===== src/design/pjg_pkg.sv =====
// shared widths and register codes for the jacobi grid solver
package pjg_pkg;

    localparam int VAL_W  = 48;   // cell value, signed q31.16
    localparam int CFG_W  = 16;   // configuration register width
    localparam int POS_W  = 3;    // row / col field width
    localparam int H2_W   = 24;   // h^2 in q.16
    localparam int H2X_W  = 28;   // 10 * h^2
    localparam int S_W    = 7;    // i^2 + j^2
    localparam int A_W    = 32;   // x^2 + y^2 + 10 in q.16
    localparam int T_W    = 44;   // source term in q.16
    localparam int ACC_W  = 50;   // sum of four neighbors
    localparam int SUM_W  = 51;   // neighbors plus source term

    localparam logic [A_W-1:0] TEN_Q16 = A_W'(10 << 16);

    localparam int IDX_W = 2;
    localparam logic [IDX_W-1:0] REG_ITERATION_COUNT = 2'd0;
    localparam logic [IDX_W-1:0] REG_GRID_SPACING    = 2'd1;

endpackage


===== src/design/pjg_src.sv =====
// source term pipeline: h^2 at solve start, then per cell term in two stages
module pjg_src (
    input  logic                          clk,
    input  logic                          prep,
    input  logic [pjg_pkg::CFG_W-1:0]     spacing,
    input  logic [pjg_pkg::POS_W-1:0]     row,
    input  logic [pjg_pkg::POS_W-1:0]     col,
    output logic [pjg_pkg::T_W-1:0]       term
);

    logic [pjg_pkg::H2_W-1:0]  h2_reg;
    logic [pjg_pkg::H2X_W-1:0] h2x10_reg;
    logic [pjg_pkg::A_W-1:0]   a_reg;
    logic [pjg_pkg::T_W-1:0]   t_reg;
    logic [31:0]               hh;
    logic [pjg_pkg::S_W-1:0]   s;
    logic [59:0]               prod;

    assign hh   = 32'(spacing) * 32'(spacing);
    assign s    = pjg_pkg::S_W'(row) * pjg_pkg::S_W'(row)
                + pjg_pkg::S_W'(col) * pjg_pkg::S_W'(col);
    assign prod = 60'(h2x10_reg) * 60'(a_reg);

    always_ff @(posedge clk)
    begin
        if (prep)
        begin
            h2_reg <= hh[31:8];
        end
        h2x10_reg <= pjg_pkg::H2X_W'(h2_reg) * pjg_pkg::H2X_W'(10);
        a_reg     <= pjg_pkg::A_W'(h2_reg) * pjg_pkg::A_W'(s) + pjg_pkg::TEN_Q16;
        t_reg     <= prod[59:16];
    end

    assign term = t_reg;

endmodule


===== config.mk =====
export PLATFORM = sky130hd
export DESIGN_NAME = pjg_src
export DESIGN_NICKNAME = d
export VERILOG_FILES = /design/src/design/pjg_pkg.sv /design/src/design/pjg_src.sv
export SDC_FILE = /design/constraint.sdc
export NUM_CORES = 2
export LEC_CHECK = 0
export BUFFER_PORTS_ARGS = -buffer_cell sky130_fd_sc_hd__buf_2
export CORE_MARGIN = 3
export CORE_UTILIZATION = 40
export DETAILED_ROUTE_END_ITERATION = 10
export PLACE_DENSITY = 0.55
export SLEW_MARGIN = 20
export SYNTH_ARGS = -nofsm -noshare
export SYNTH_HDL_FRONTEND = slang
export SYNTH_SLANG_ARGS = --single-unit

===== constraint.sdc =====
create_clock -name clk -period 18.36 [get_ports clk]
set_input_delay 2.754 -clock clk [delete_from_list [all_inputs] [get_ports clk]]
set_output_delay 2.754 -clock clk [all_outputs]
set_load 0.02 [all_outputs]

# Word level (Yosys, flattened, before mapping)
# Index checks and enable logic that the tools add are counted.
[totals]
register_bits = 127
inputBits = 24
out_inout_bits = 44
word_cells = 12
[op_classes]
add_sub_neg = 2
mul = 6
[op_table]
columns = ["op", "n"]
rows = [
  ["27-bit by 32-bit multiplier with 59-bit output", 1],
  ["31-bit by 20-bit adder with 32-bit output, second input constant", 1],
  ["16-bit by 16-bit multiplier with 32-bit output", 1],
  ["24-bit by 7-bit multiplier with 31-bit output", 1],
  ["24-bit by 3-bit multiplier with 27-bit output, second input constant", 1],
  ["3-bit by 3-bit multiplier with 6-bit output", 2],
  ["6-bit by 6-bit adder with 7-bit output", 1],
]

# Longest topological paths before layout
[logic_depth]
word_depth = 4
depth_mapped = 27
depth_no_buf = 25

# Least setup slack after synthesis
# No wires, ideal clock.
[synth_timing]
path_type = "input to register"
startpoint = "input port col[1] in the netlist's numbering"
endpoint = "register a_reg[25] in the netlist's numbering"
setup_ns = 0.072
t_arrival_ns = 8.626
required_ns = 18.288
slack_ns = 9.662
stages = 25
n_path_buf = 1
path_cell_list = "nor2b_1 ha_1 a21o_1 fa_1 ha_1 fa_1 xor2_1 clkbuf_1 and2_1 fa_1 inv_1 fa_1 fa_1 inv_1 fa_1 ha_1 a21o_1 a221oi_1 o21ai_0 a22o_1 o31a_1 o21ai_0 nand2b_1 a21oi_1 xnor2_1"
[synth_via]
elab_chain_cells = 4
[synth_lines]
columns = ["item", "line_no", "rtl"]
rows = [
  ["from (decl)", "pjg_src.sv:7", "input logic [pjg_pkg::POS_W-1:0] col,"],
  ["3-bit by 3-bit multiplier with 6-bit output", "pjg_src.sv:21", "+ pjg_pkg::S_W'(col) * pjg_pkg::S_W'(col);"],
  ["6-bit by 6-bit adder with 7-bit output", "pjg_src.sv:21", ""],
  ["24-bit by 7-bit multiplier with 31-bit output", "pjg_src.sv:31", "a_reg <= pjg_pkg::A_W'(h2_reg) * pjg_pkg::A_W'(s) + pjg_pkg::TEN_Q16;"],
  ["31-bit by 20-bit adder with 32-bit output", "pjg_src.sv:31", ""],
  ["to (signal assigned)", "pjg_src.sv:31", ""],
  ["to (decl)", "pjg_src.sv:13", "logic [pjg_pkg::A_W-1:0] a_reg;"],
]
# No other way between the ends.
# A chain may end at the register's enable or synchronous reset.

# Final worst setup path
[layout_timing]
startpoint = "input port col[1] in the netlist's numbering"
endpoint = "register a_reg[30] in the netlist's numbering"
# Same word-level chain as after synthesis.

==> results.sh <==
export IMPL_status="completed"
export IMPL_tritoncts="done"
export IMPL_cts_clk_slew_worst_paths_ps=70
export IMPL_post_cts_buffers=0
export IMPL_ios=68
export IMPL_drt_iter0_markers=1540
export IMPL_startpoint="col[1]"
export IMPL_crit_type="input port to flip-flop"
export IMPL_place_inst=6182
export IMPL_synthArstFlopShare_pct=0
export IMPL_finalCriticalPeriod_ps=8920
export IMPL_syn_area_per_cell_um2=8.97
export IMPL_routedWlPerCell_um=18.5
export IMPL_overflow=0
export IMPL_clock_root_buffer="clkbuf_16"
export IMPL_synth_ff_type="dfxtp_1"
export IMPL_cts_hold_buffers=0
export IMPL_fin_nets=6263
export IMPL_die_area_mm2=0.114
export IMPL_worst_pin_slew_ps=1140
export IMPL_rr_startpoint="h2x10_reg[16]"
export IMPL_antenna_found_initial=1
export IMPL_max_freq_mhz=112
export IMPL_crit_required_ps=18740
export IMPL_grt_pass1_vias=33302
export IMPL_stdcell_count=6214
export IMPL_numCtsBuffers=17
export IMPL_die_x_um=338
export IMPL_wl_um=115000
export IMPL_viasPerCell=5.03
export IMPL_final_common_cell="inv_1"
export IMPL_ant_nets=0
export IMPL_met2_usage_pct=37.1
export IMPL_cp_end_kind="flip-flop"
export IMPL_synthDistinctLibCells=72
export IMPL_grtUsageMet1_pct=27.2
export IMPL_initial_core_util_pct=40.7
export IMPL_grtUsageTotal_pct=21.2
export IMPL_htree_levels=4
export IMPL_grt_busiest_layer="met2"
export IMPL_cts_repair_resized=0
export IMPL_numClockSinks=127
export IMPL_hold_path_startpoint="h2_reg[23]"
export IMPL_cp_max_fo=24
export IMPL_drive_above_1_share_pct=3.89
export IMPL_insertion_delay_ps=500
export IMPL_relSlewSlack_pct=23.8
export IMPL_post_route_drc_count=0
export IMPL_syn_inst=4900
export IMPL_cts_buffer_depth=2
export IMPL_portBuffers=67
export IMPL_fin_skew_ps=18.5
export IMPL_syn2layout_area_growth_pct=4.88
export IMPL_synth_edf_count=24
export IMPL_gp_congestion=0.837
export IMPL_yosysWarnings=0
export IMPL_core_mm2=0.108
export IMPL_hold_class="flip-flop to flip-flop"
export IMPL_grt_pass1_wl_um=187000
export IMPL_rsz0062_at_grt="false"
export IMPL_synthesis_nets=6365
export IMPL_grt_max_degree=33
export IMPL_finalHoldViolCount=0
export IMPL_firstDrtPassIters=5
export IMPL_drv_slew=0
export IMPL_syn_area_mm2=0.0440
export IMPL_hold_ws_ps=732
export IMPL_max_cap_violations=0
export IMPL_period_share_pct=48.6
export IMPL_setup_viol=0
export IMPL_worstPathArrival_ps=9310
export IMPL_layout_common_cells="inv_1, fa_1, nand2_1, ha_1, and2_1"
export IMPL_largest_reg_flops=44
export IMPL_seq_area_frac_synth_pct=6.33
export IMPL_synth_seq_cells=127
export IMPL_place_hpwl_um=87300
export IMPL_cp_start_kind="input port"
export IMPL_num_rows=120
export IMPL_vias=31276
export IMPL_die_height_um=338
export IMPL_antenna_cells=0
export IMPL_met3_usage_pct=2.88
export IMPL_setup_tns_ps=0
-- stage by stage --
| step | util (%) | instance area, µm² | setup slack, ps |
|---|---|---|---|
| floorplan | - | 44000 | 9660 |
| detailed placement | 42.1 | 45500 | 8910 |
| global route | 42.6 | 46100 | 9070 |
| finish | 42.6 | 46100 | 9440 |
| CTS | 42.6 | 46100 | 9450 |
| global placement | 42.1 | 45500 | 9000 |
-- metal layers --
layer  vias up  wire, µm
li1      14161         -
met1     16227     48200
met3       187      5300
met4         0      3750
met5         -         0
met2       701     57600
-- kinds of logic (layout without fill, tap and decap cells) --
family | Yosys count | count (layout) | share of synthesized area, %
flops | 127 | 127 | 6.33
compound gates | 363 | 363 | 5.43
fa+ha+maj | 1441 | 1441 | 58.5
mux | 1 | 1 | 0.0256
xor+xnor | 114 | 114 | 2.27
simple gates | 1429 | 1429 | 15.2
buf+inv | 1425 | 1336 | 12.2
-- critical path, stage by stage --
cell	delay (ps)
buf_2	120
nor2b_1	130
ha_1	190
a21o_1	170
fa_1	470
ha_1	230
fa_1	1130
nand2_1	190
fa_1	580
fa_1	430
fa_1	460
fa_1	490
inv_1	50
ha_1	310
o21ai_0	130
o21ai_0	270
a21oi_1	180
o21ai_0	270
nand3_1	140
a41oi_1	310
o21a_1	150
nor2_1	40
xnor2_1	120
-- synthesized netlist by cell type, drive strengths merged, types with 19 or more instances --
| master | count | area (µm²) |
|---|---|---|
| nor2 | 87 | 327 |
| clkbuf | 213 | 800 |
| a21o | 60 | 450 |
| inv | 1207 | 4530 |
| ha | 417 | 5220 |
| nor3 | 22 | 110 |
| and2 | 415 | 2600 |
| fa | 1024 | 20500 |
| a21oi | 111 | 559 |
| xor2 | 42 | 368 |
| nand2 | 807 | 3030 |
| edfxtp | 24 | 721 |
| o21a | 19 | 143 |
| xnor2 | 72 | 631 |
| o21ai | 72 | 372 |
| dfxtp | 103 | 2060 |
-- cell type report --
class,count,area (µm²)
Sequential cell,127,2820
Fill cell,10882,62000
Multi-Input combinational cell,3348,35800
Inverter,1207,4530
Tap cell,1403,1760
Timing Repair Buffer,97,561
Clock inverter,13,200
Clock buffer,19,433
-- worst paths after layout --
kind	end	slack, ps	cells past startpoint
min reg2reg	h2x10_reg[26]	730	1
max	a_reg[30]	9440	23
min	h2x10_reg[26]	730	1
max reg2reg	term[42]	10030	20
Power is left out: the tool's default activity adds up to more than one toggle a clock period on the data nets, which glitch-free logic cannot reach.
