===== config.mk =====
export PLATFORM = sky130hd
export DESIGN_NAME = pjg_ram
export DESIGN_NICKNAME = d
export VERILOG_FILES = /design/src/design/pjg_ram.sv
export SDC_FILE = /design/constraint.sdc
export NUM_CORES = 1
export LEC_CHECK = 0
export BUFFER_PORTS_ARGS = -buffer_cell sky130_fd_sc_hd__buf_2
export CAP_MARGIN = 20
export CELL_PAD_IN_SITES_DETAIL_PLACEMENT = 1
export CELL_PAD_IN_SITES_GLOBAL_PLACEMENT = 2
export CORE_UTILIZATION = 45
export DETAILED_ROUTE_END_ITERATION = 10
export MAX_ROUTING_LAYER = met4
export PLACE_DENSITY_LB_ADDON = 0.1
export SLEW_MARGIN = 20
export SYNTH_ARGS = -nofsm -noshare
export SYNTH_HDL_FRONTEND = slang
export SYNTH_SLANG_ARGS = --single-unit

===== constraint.sdc =====
create_clock -name clk -period 4.8 [get_ports clk]
set_input_delay 0.48 -clock clk [delete_from_list [all_inputs] [get_ports clk]]
set_output_delay 0.48 -clock clk [all_outputs]
set_load 0.01 [all_outputs]

===== src/design/pjg_ram.sv =====
// one write port, one registered read port memory
module pjg_ram #(
    parameter int DEPTH = 16,
    parameter int AW    = 4,
    parameter int W     = 48
) (
    input  logic          clk,
    input  logic          we,
    input  logic [AW-1:0] waddr,
    input  logic [W-1:0]  wdata,
    input  logic [AW-1:0] raddr,
    output logic [W-1:0]  rdata
);

    logic [W-1:0] mem [DEPTH];

    always_ff @(posedge clk)
    begin
        if (we)
        begin
            mem[waddr] <= wdata;
        end
        rdata <= mem[raddr];
    end

endmodule


==> Yosys cells after proc, flatten, opt, wreduce, memory -nomap -nowiden <==
Memories as Yosys holds them, arrays and structs flattened. A register that Yosys moved wholly into a read port is not among the register bits.
Cells that the tools add are included.
Widths: inputs -> output; s select.
{ "word_totals": {"regBits": 0, "mem_bits_rw": 768, "inputBits": 58, "output_inout_bits": 48, "elab_cells": 3, "mem_count": 1} }
{ "classes": {"n_mux": 2} }
{ "memory_table": {"columns": ["name", "depth", "width", "read_ports", "rd_ports_with_merged_regs", "wr", "line", "source"], "rows": [
  ["mem", 16, 48, 1, 1, 1, "15", "logic [W-1:0] mem [DEPTH];"]
]} }
{ "ops": {"columns": ["cell", "count"], "rows": [
  ["$mux 1", 2]
]} }

==> Longest topological paths before layout <==
Gate-level depths: netlist of the first run.
{ "logic_depth": {"depth_word": 2, "mapped_depth": 6, "depth_no_buf": 3} }

==> Least setup slack after synthesis of the first run <==
OpenSTA, ideal clock, no wires.
{ "synth_path": {"kind": "input to register", "from": "in waddr[2]", "to": "mem mem[0][0] (enable)", "setup_time_ns": 0.513, "arrival_time_ns": 4.271, "required_time_ns": 4.287, "path_slack_ns": 0.016, "cell_stages": 2, "n_path_buf": 0, "path_cell_list": "or3b_2 -> nor3_1"} }
{ "synth_rtl": {"columns": ["element", "line", "source"], "rows": [
  ["start, declared", "9", "input logic [AW-1:0] waddr,"],
  ["end, declared", "15", null]
]} }
No word-level cell before the write port.

==> Final worst setup path of the first run <==
{ "layout_path": {"from": "in waddr[3]", "to": "mem mem[5][20] (enable)"} }
No word-level cell before the write port.

==> results of run 1 <==
flip-flops by register name, indices dropped and copies added, names as in the netlist:
register / cells
mem: 768
rdata: 48
cell usage in the layout, fill, tap and decap left out:
| cell type | instances |
|---|---|
| nand3b_1 | 2 |
| or3b_2 | 1 |
| dfxtp_1 | 48 |
| nor2_4 | 13 |
| mux4_2 | 192 |
| buf_12 | 6 |
| clkinv_1 | 10 |
| clkbuf_8 | 11 |
| diode_2 | 3 |
| nor3_2 | 3 |
| nor3_4 | 1 |
| nand2_1 | 49 |
| clkbuf_1 | 17 |
| clkinv_2 | 18 |
| clkbuf_16 | 85 |
| inv_6 | 2 |
| a22oi_1 | 96 |
| nor2b_4 | 2 |
| buf_2 | 103 |
| edfxtp_1 | 768 |
| nand2b_1 | 2 |
| buf_4 | 43 |
| and2_4 | 1 |
| clkinvlp_4 | 3 |
| buf_16 | 6 |
| nand3_1 | 1 |
| bufinv_16 | 8 |
| buf_8 | 1 |
power groups by stage:
stage / Combinational, W / Sequential (W) / Clock (W)
floorplan: 0.000378 / 0.00818 / 0
global placement: 0.000735 / 0.00816 / 0
detailed placement: 0.000754 / 0.00817 / 0
CTS: 0.000754 / 0.00802 / 0.00663
global route: 0.000792 / 0.00803 / 0.00686
finish: 0.000733 / 0.00802 / 0.00648
routing by layer:
metal / wire length, um / GRT usage
met1: 29700 / 0.297
met2: 34300 / 0.349
met3: 3190 / 0.0366
met4: 1330 / 0.0531
met5: 0 / -
path summary, 6_finish.rpt:
| path | start | to | slack [ns] | cells past startpoint |
|---|---|---|---|---|
| max reg2reg | mem[2][33]$_DFFE_PP_ | rdata[33]$_DFF_P_ | 3.19 | 3 |
| min reg2reg | mem[14][46]$_DFFE_PP_ | rdata[46]$_DFF_P_ | 0.68 | 3 |
| min | wdata[24] | mem[13][24]$_DFFE_PP_ | 0.24 | 1 |
| max | waddr[3] | mem[5][20]$_DFFE_PP_ | 2.56 | 4 |
critical path: stages:
cell and delay, ns:
buf_2 0.12, nand3b_1 0.40, nor2_4 0.90, buf_4 0.54
area by class of cell:
class | instances | area, sq um | area share
well taps | 855 | 1070 | 0.0310
repair buffers | 160 | 1150 | 0.0334
clock inverters | 41 | 408 | 0.0118
flip-flops and latches | 816 | 24000 | 0.697
diodes | 3 | 7.51 | 0.000218
multi-input cells | 363 | 5500 | 0.159
clock buffers | 112 | 2330 | 0.0675
through the flow:
stage                     cell area, sq um  hold slack [ns]
after floorplan                      29700            0.579
after global placement               31500            0.652
after detailed placement             31700            0.663
after CTS                            34500            0.196
after global routing                 34500            0.222
final                                34500            0.238
kinds of logic after synthesis:
| group | after synthesis |
|---|---|
| multiplexers | 192 |
| buffers and inverters | 63 |
| AO/OA/AOI/OAI | 96 |
| AND/OR/NAND/NOR | 75 |
| flip-flops | 816 |
==> run metrics, run 1 <==
final-report hold violation count 0; net switching power about 0.0031 W; status finished, final reports clean; number of setup buffers added after CTS 0; RSZ-0062 raised after global routing false; async set-reset flop share out of synthesis 0; Clk pin slew, worst setup/hold paths around 0.060 ns; Fillers approximately 5500; drc violations 0; startpoint types input pin; most common cell in the synthesized netlist edfxtp_1; WL/cell roughly 29 um; Critical Path AT about 2.5 ns; Pleak roughly 11 nW; sw frac 0.206; Final Setup Violations 0; Tcrit/Tclk final 0.466; Antenna Nets Post-Route 0; adder-cell share of the synthesized area 0; hold crit path type input pin to flop; Req. time, crit path ~5.1 ns; Ports roughly 110; die area around 67000 sq um; Clock Latency Late Sink ~0.62 ns; share of cells above drive strength 1 0.334; slew margin rel. 0.321; clock root buffer clkbuf_16; global placement routability congestion between 0.7 and 0.8; multiplexer area fraction after synthesis 0.146; starting density of the core 0.458; area delta synth->final 16.1%; Power Internal 0.0121 W; CTS tree done; Post-Synth XOR/XNOR Area 0; pwr dens between 400 and 500 nW/um^2; Setup TNS Final 0 ns; Max FO, Critical Path 25; sequential fraction of the synthesis area 0.809; Clk pwr share 0.425; Cell Rows between 90 and 100; main combinational cell family by area after synthesis multiplexers; dpl cells around 2200; first-pass GRT wire length slightly above 100000 um; post-synthesis area per instance about 24 sq um; area leader, netlist edfxtp_1; H-tree depth 3; Via Count roughly 13000; vias per cell between 5 and 6; Total Routed Length between 60000 and 70000 um; post-CTS sizing 0; 1st-iter DRT viols between 1000 and 1500; Port Buffers approximately 110; DRT Pass-1 Iters 4; final setup margin around 2.6 ns; main flop type after synthesis edfxtp_1; CP Capture Type flop; Overall Power ~0.015 W; Die Wd roughly 260 um; Post-Syn Instances between 1000 and 1500; synth cell count leaders edfxtp_1, mux4_2, a22oi_1; number of buffers created by CTS 84; Worst-Margin Slew 1.02 ns; post-synth top area share 0.777; Max Clk Rate between 400 and 500 MHz; # hold bufs at CTS 0; Placeable Area between 60000 and 70000 sq um; CTS Buffer Depth 3; Post-synth EDFFs roughly 770; Setup CP Type input pin to flop; maximum VDD drop ~0.00035 V; vias in the first global route roughly 15000; Gate power share 0.048; top cells by area, synth edfxtp_1, mux4_2, dfxtp_1; pre-CTS setup slack approximately 1.9 ns; max-cap violations 0; chip height 259 um; Mapped Nets 1300; synth unique cells 17; Synth Area in Compound Gates 0.0243; grt ovf 0; antenna violations before repair 4; gr usage total 0.219; Finished Layout Cells between 2000 and 2500; final worst clock skew roughly 0.013 ns; Pins Over Slew Limit 0; synthesized cell area 29700 sq um; final core utilization 0.532; crit path time final 2.24 ns; DP HPWL about 40000 um; Synth Area in Simple Gates 0.0105; Sink Count 816; Final nets 1483; largest net degree at the start of global routing 92; Seq pwr share 0.526; synth warn 0; synthesized flop and latch total between 800 and 900
Power figures use the tool's default switching activity.
==> run 2, diff against run 1 <==
==> constraint.sdc (replaced) <==
create_clock -name clk -period 1.8 [get_ports clk]
set_input_delay 0.18 -clock clk [delete_from_list [all_inputs] [get_ports clk]]
set_output_delay 0.18 -clock clk [all_outputs]
set_load 0.01 [all_outputs]
==> run metrics, run 2 (same netlist as run 1, synthesis figures left out) <==
status finished, final reports clean; final-report hold violation count 0; Final Setup Violations 0; Max FO, Critical Path 1; clock root buffer clkbuf_16; Setup CP Type flop to flop; gr usage total 0.217; startpoint types flop; slew margin rel. 0.621; Tcrit/Tclk final 0.854; Clock Latency Late Sink between 0.6 and 0.7 ns; Req. time, crit path approximately 2.3 ns; CTS Buffer Depth 3; Total Routed Length 68700 um; Clk pin slew, worst setup/hold paths 0.06 ns; number of buffers created by CTS 86; Placeable Area ~65000 sq um; max-cap violations 0; grt ovf 0; antenna violations before repair 2; starting density of the core 0.458; drc violations 0; area delta synth->final 21.4%; Port Buffers 105; hold crit path type input pin to flop; Final nets between 1500 and 2000; chip height between 200 and 300 um; dpl cells approximately 2200; Pins Over Slew Limit 0; CP Capture Type flop; Ports between 100 and 150; H-tree depth 3; Setup TNS Final 0 ns; Finished Layout Cells roughly 2500; WL/cell approximately 28 um; first-pass GRT wire length slightly above 100000 um; vias in the first global route 15132; CTS tree done; 1st-iter DRT viols between 1000 and 1500; Sink Count approximately 820; maximum VDD drop between 0.0009 and 0.001 V; commonest cells after routing, fill and taps aside edfxtp_1, mux4_2, buf_2; largest net degree at the start of global routing around 50; Antenna Nets Post-Route 0; die area between 60000 and 70000 sq um; pwr dens ~1200 nW/um^2; Max Clk Rate around 650 MHz; Die Wd 259 um; Top Registers mem: 768 flops, rdata: 48 flops; share of cells above drive strength 1 0.346; Via Count between 10000 and 15000; DRT Pass-1 Iters 5; RSZ-0062 raised after global routing false; crit path time final 1.54 ns; final worst clock skew between 0.02 and 0.025 ns; post-CTS sizing 0; Largest Register mem; commonest non-fill, non-tap cell in the layout edfxtp_1; Critical Path AT approximately 2.1 ns; vias per cell approximately 5.7; Worst-Margin Slew roughly 0.57 ns; global placement routability congestion slightly above 0.7; Cell Rows 93; Pleak ~12 nW; DP HPWL about 39000 um; max reg flops 768
[run 2: cell types whose count changed in the layout (fill, tap and decap cells not counted), sizes merged]
| cell | before | now |
|---|---|---|
| inv | 2 | 6 |
| dlygate4sd3 | 0 | 48 |
| bufinv | 8 | 10 |
| buf | 159 | 208 |
| clkinv | 28 | 23 |
| clkbuf | 113 | 119 |
[run 2: area by class of cell]
cell class              instances  area [sq um]
well taps                     855          1070
flip-flops and latches        816         24000
fillers                      5414         28800
diodes                          3          7.51
clock buffers                 118          2360
multi-input cells             363          5530
clock inverters                42           533
repair buffers                257          2520
[run 2: per-stage QoR]
stage                     cell area, sq um  hold WS [ns]  utilization  setup slack [ns]  total power [W]
after floorplan                      29800         0.279            -            -0.469           0.0228
after global placement               32700         0.553        0.504            0.0537           0.0239
after detailed placement             32700         0.568        0.504            0.0307           0.0239
after CTS                            36000         0.148        0.556             0.244           0.0421
after global routing                 36000         0.170        0.556             0.191           0.0429
final                                36000         0.153        0.556             0.262           0.0416
[run 2: path summary, 6_finish.rpt]
| kind | from | end | slack [ns] | depth (start not counted) |
|---|---|---|---|---|
| worst max register to register | mem[3][10]$_DFFE_PP_ | rdata[10]$_DFF_P_ | 0.26 | 4 |
| worst min register to register | mem[14][41]$_DFFE_PP_ | rdata[41]$_DFF_P_ | 0.67 | 3 |
| worst max-delay path | mem[3][10]$_DFFE_PP_ | rdata[10]$_DFF_P_ | 0.26 | 4 |
| worst min-delay path | waddr[1] | mem[0][29]$_DFFE_PP_ | 0.15 | 3 |
[run 2: per-layer routing]
metal,part of all wire,vias to the layer above,track usage
li1,-,5895,-
met3,0.046,92,0.0367
met2,0.48,337,0.333
met5,0,-,-
met1,0.46,7596,0.308
met4,0.018,0,0.0491
[run 2: report_power, final]
| part | total, W | switching [W] | internal (W) | leakage (nW) |
|---|---|---|---|---|
| registers | 0.0214 | 0.000141 | 0.0212 | 7.34 |
| clock network | 0.0180 | 0.00732 | 0.0107 | 1.41 |
| logic | 0.00218 | 0.00120 | 0.000981 | 3.04 |
[run 2: worst max-delay path: stages (launching register included)]
cell and delay, ns:
edfxtp_1 0.36, mux4_2 0.52, a22oi_1 0.32, buf_4 0.17, nand2_1 0.05
[run 2: what timing repair did]
item,4_1_cts,5_1_grt
setup buffers,0,0
hold buffers,48,0
setup endpoints to repair,0,0
hold endpoints to repair,768,0
==> run 3, diff against run 2 <==
--- a/config.mk
+++ b/config.mk
@@ -12,7 +12,8 @@
 export CORE_UTILIZATION = 45
 export DETAILED_ROUTE_END_ITERATION = 10
 export MAX_ROUTING_LAYER = met4
-export PLACE_DENSITY_LB_ADDON = 0.1
+export PLACE_DENSITY_LB_ADDON = 0.12
+export RECOVER_POWER = 25
 export SLEW_MARGIN = 20
 export SYNTH_ARGS = -nofsm -noshare
 export SYNTH_HDL_FRONTEND = slang
==> run metrics, run 3 (same netlist as run 1, synthesis figures left out) <==
status finished, final reports clean; final core utilization 0.550; worst r2r src mem[9][31]$_DFFE_PP_; 1st-iter DRT viols roughly 1100; Port Buffers between 100 and 150; WL/cell roughly 28 um; number of setup buffers added after CTS 0; clock root buffer clkbuf_16; Overall Power between 0.04 and 0.05 W; # hold bufs at CTS 48; min-delay src raddr[1]; share of cells above drive strength 1 0.317; CP Capture Type flop; final worst clock skew between 0.01 and 0.015 ns; H-tree depth 3; Clk pin slew, worst setup/hold paths 0.06 ns; Fillers between 5000 and 6000; Largest Register mem; Total Routed Length slightly below 70000 um; Max Clk Rate 664 MHz; Tcrit/Tclk final 0.836; max reg flops 768; first-pass GRT wire length around 100000 um; FF/Latch Area around 24000 sq um; Cell Rows 93; fin area roughly 36000 sq um; antenna violations before repair 1; vias in the first global route 14989; post-CTS sizing 0; Setup CP Type input pin to flop; RR Endpoint rdata[31]$_DFF_P_; max-cap violations 0; Ports between 100 and 150; commonest non-fill, non-tap cell in the layout edfxtp_1; Hold Path Depth 4; crit path time final ~1.5 ns; Sink Count 816; starting density of the core 0.458; pwr dens approximately 1100 nW/um^2; vias per cell between 5 and 6; worst-case reg-to-reg path depth 3; WHS Endpoint rdata[15]$_DFF_P_; gr usage total 0.218; Clock Latency Late Sink about 0.62 ns; DP HPWL between 30000 and 40000 um; drc violations 0; maximum VDD drop 0.000903 V; Req. time, crit path around 2.1 ns; hold slack final ~0.19 ns; Setup crit start waddr[0]; Placeable Area approximately 65000 sq um; final-report hold violation count 0; chip height 259 um; CTS Buffer Depth 3; DRT Pass-1 Iters 5; Final Setup Violations 0; hold crit path type input pin to flop; startpoint types input pin; largest net degree at the start of global routing between 40 and 50; number of buffers created by CTS 84; Final nets about 1600; multi-input gate area in the final layout roughly 5500 sq um; RSZ-0062 raised after global routing false; Antenna Nets Post-Route 0; area delta synth->final 20.0%; die area roughly 67000 sq um; placed cell areas about 33000 sq um; Max FO, Critical Path 8; Worst-Margin Slew between 1 and 1.5 ns; Pleak 11.5 nW; grt ovf 0; Via Count 13787; global placement routability congestion ~0.72; Critical Path AT 1.82 ns; r2r setup slk roughly 0.4 ns; commonest cells after routing, fill and taps aside edfxtp_1, mux4_2, a22oi_1; Die Wd roughly 260 um; CTS tree done; Top Registers mem: 768 flops, rdata: 48 flops; Pins Over Slew Limit 0; slew margin rel. 0.300
[run 3: cell types whose count changed in the layout (fill, tap and decap cells not counted), sizes merged]
cell / delta
buf: -37
clkbuf: +33
bufinv: -5
inv: -5
clkinv: +4
diode: -2
clkinvlp: -1
[run 3: critical path, stage by stage]
cell	delay [ns]
clkbuf_1	0.18
nand2_1	0.08
buf_4	0.18
nor2_4	0.11
clkbuf_1	0.78
buf_4	0.29
[run 3: area by class of cell]
type,count,share of cell area
diodes,1,0.0000702
clock buffers,120,0.0657
clock inverters,35,0.00832
multi-input cells,363,0.155
flip-flops and latches,816,0.674
well taps,855,0.0300
repair buffers,251,0.0668
[run 3: report_power, final]
group	total [W]	internal [W]	switching (W)	leakage, nW
combinational	0.00213	0.000946	0.00118	2.91
clock	0.0167	0.00976	0.00697	1.29
sequential	0.0214	0.0212	0.000152	7.34
total	0.0403	0.0320	0.00831	11.5
[run 3: stage by stage]
stage,setup TNS (ns),std cells,worst slack (ns)
after floorplan,-106.12,1242,-0.469
after global placement,0,2237,0.0320
after detailed placement,0,2237,0.0100
after CTS,0,2440,0.341
after global routing,0,2441,0.208
final,0,2441,0.295
[run 3: layer usage]
metal | part of all wire | wire, um | vias up | GRT usage
met2 | 0.49 | 33900 | 295 | 0.344
met4 | 0.018 | 1260 | 0 | 0.0593
met1 | 0.45 | 31100 | 7525 | 0.301
met5 | 0 | 0 | - | -
met3 | 0.038 | 2620 | 86 | 0.0292
li1 | - | - | 5881 | -
[run 3: how the worst max path moves through the flow]
stage / end / slack, ns / cells past startpoint
after floorplan: mem[0][0]$_DFFE_PP_ / -0.47 / 2
after global placement: rdata[18]$_DFF_P_ / 0.03 / 5
after detailed placement: rdata[1]$_DFF_P_ / 0.01 / 6
after CTS: rdata[4] / 0.34 / 1
after global routing: mem[15][4]$_DFFE_PP_ / 0.21 / 6
final: mem[15][4]$_DFFE_PP_ / 0.30 / 6
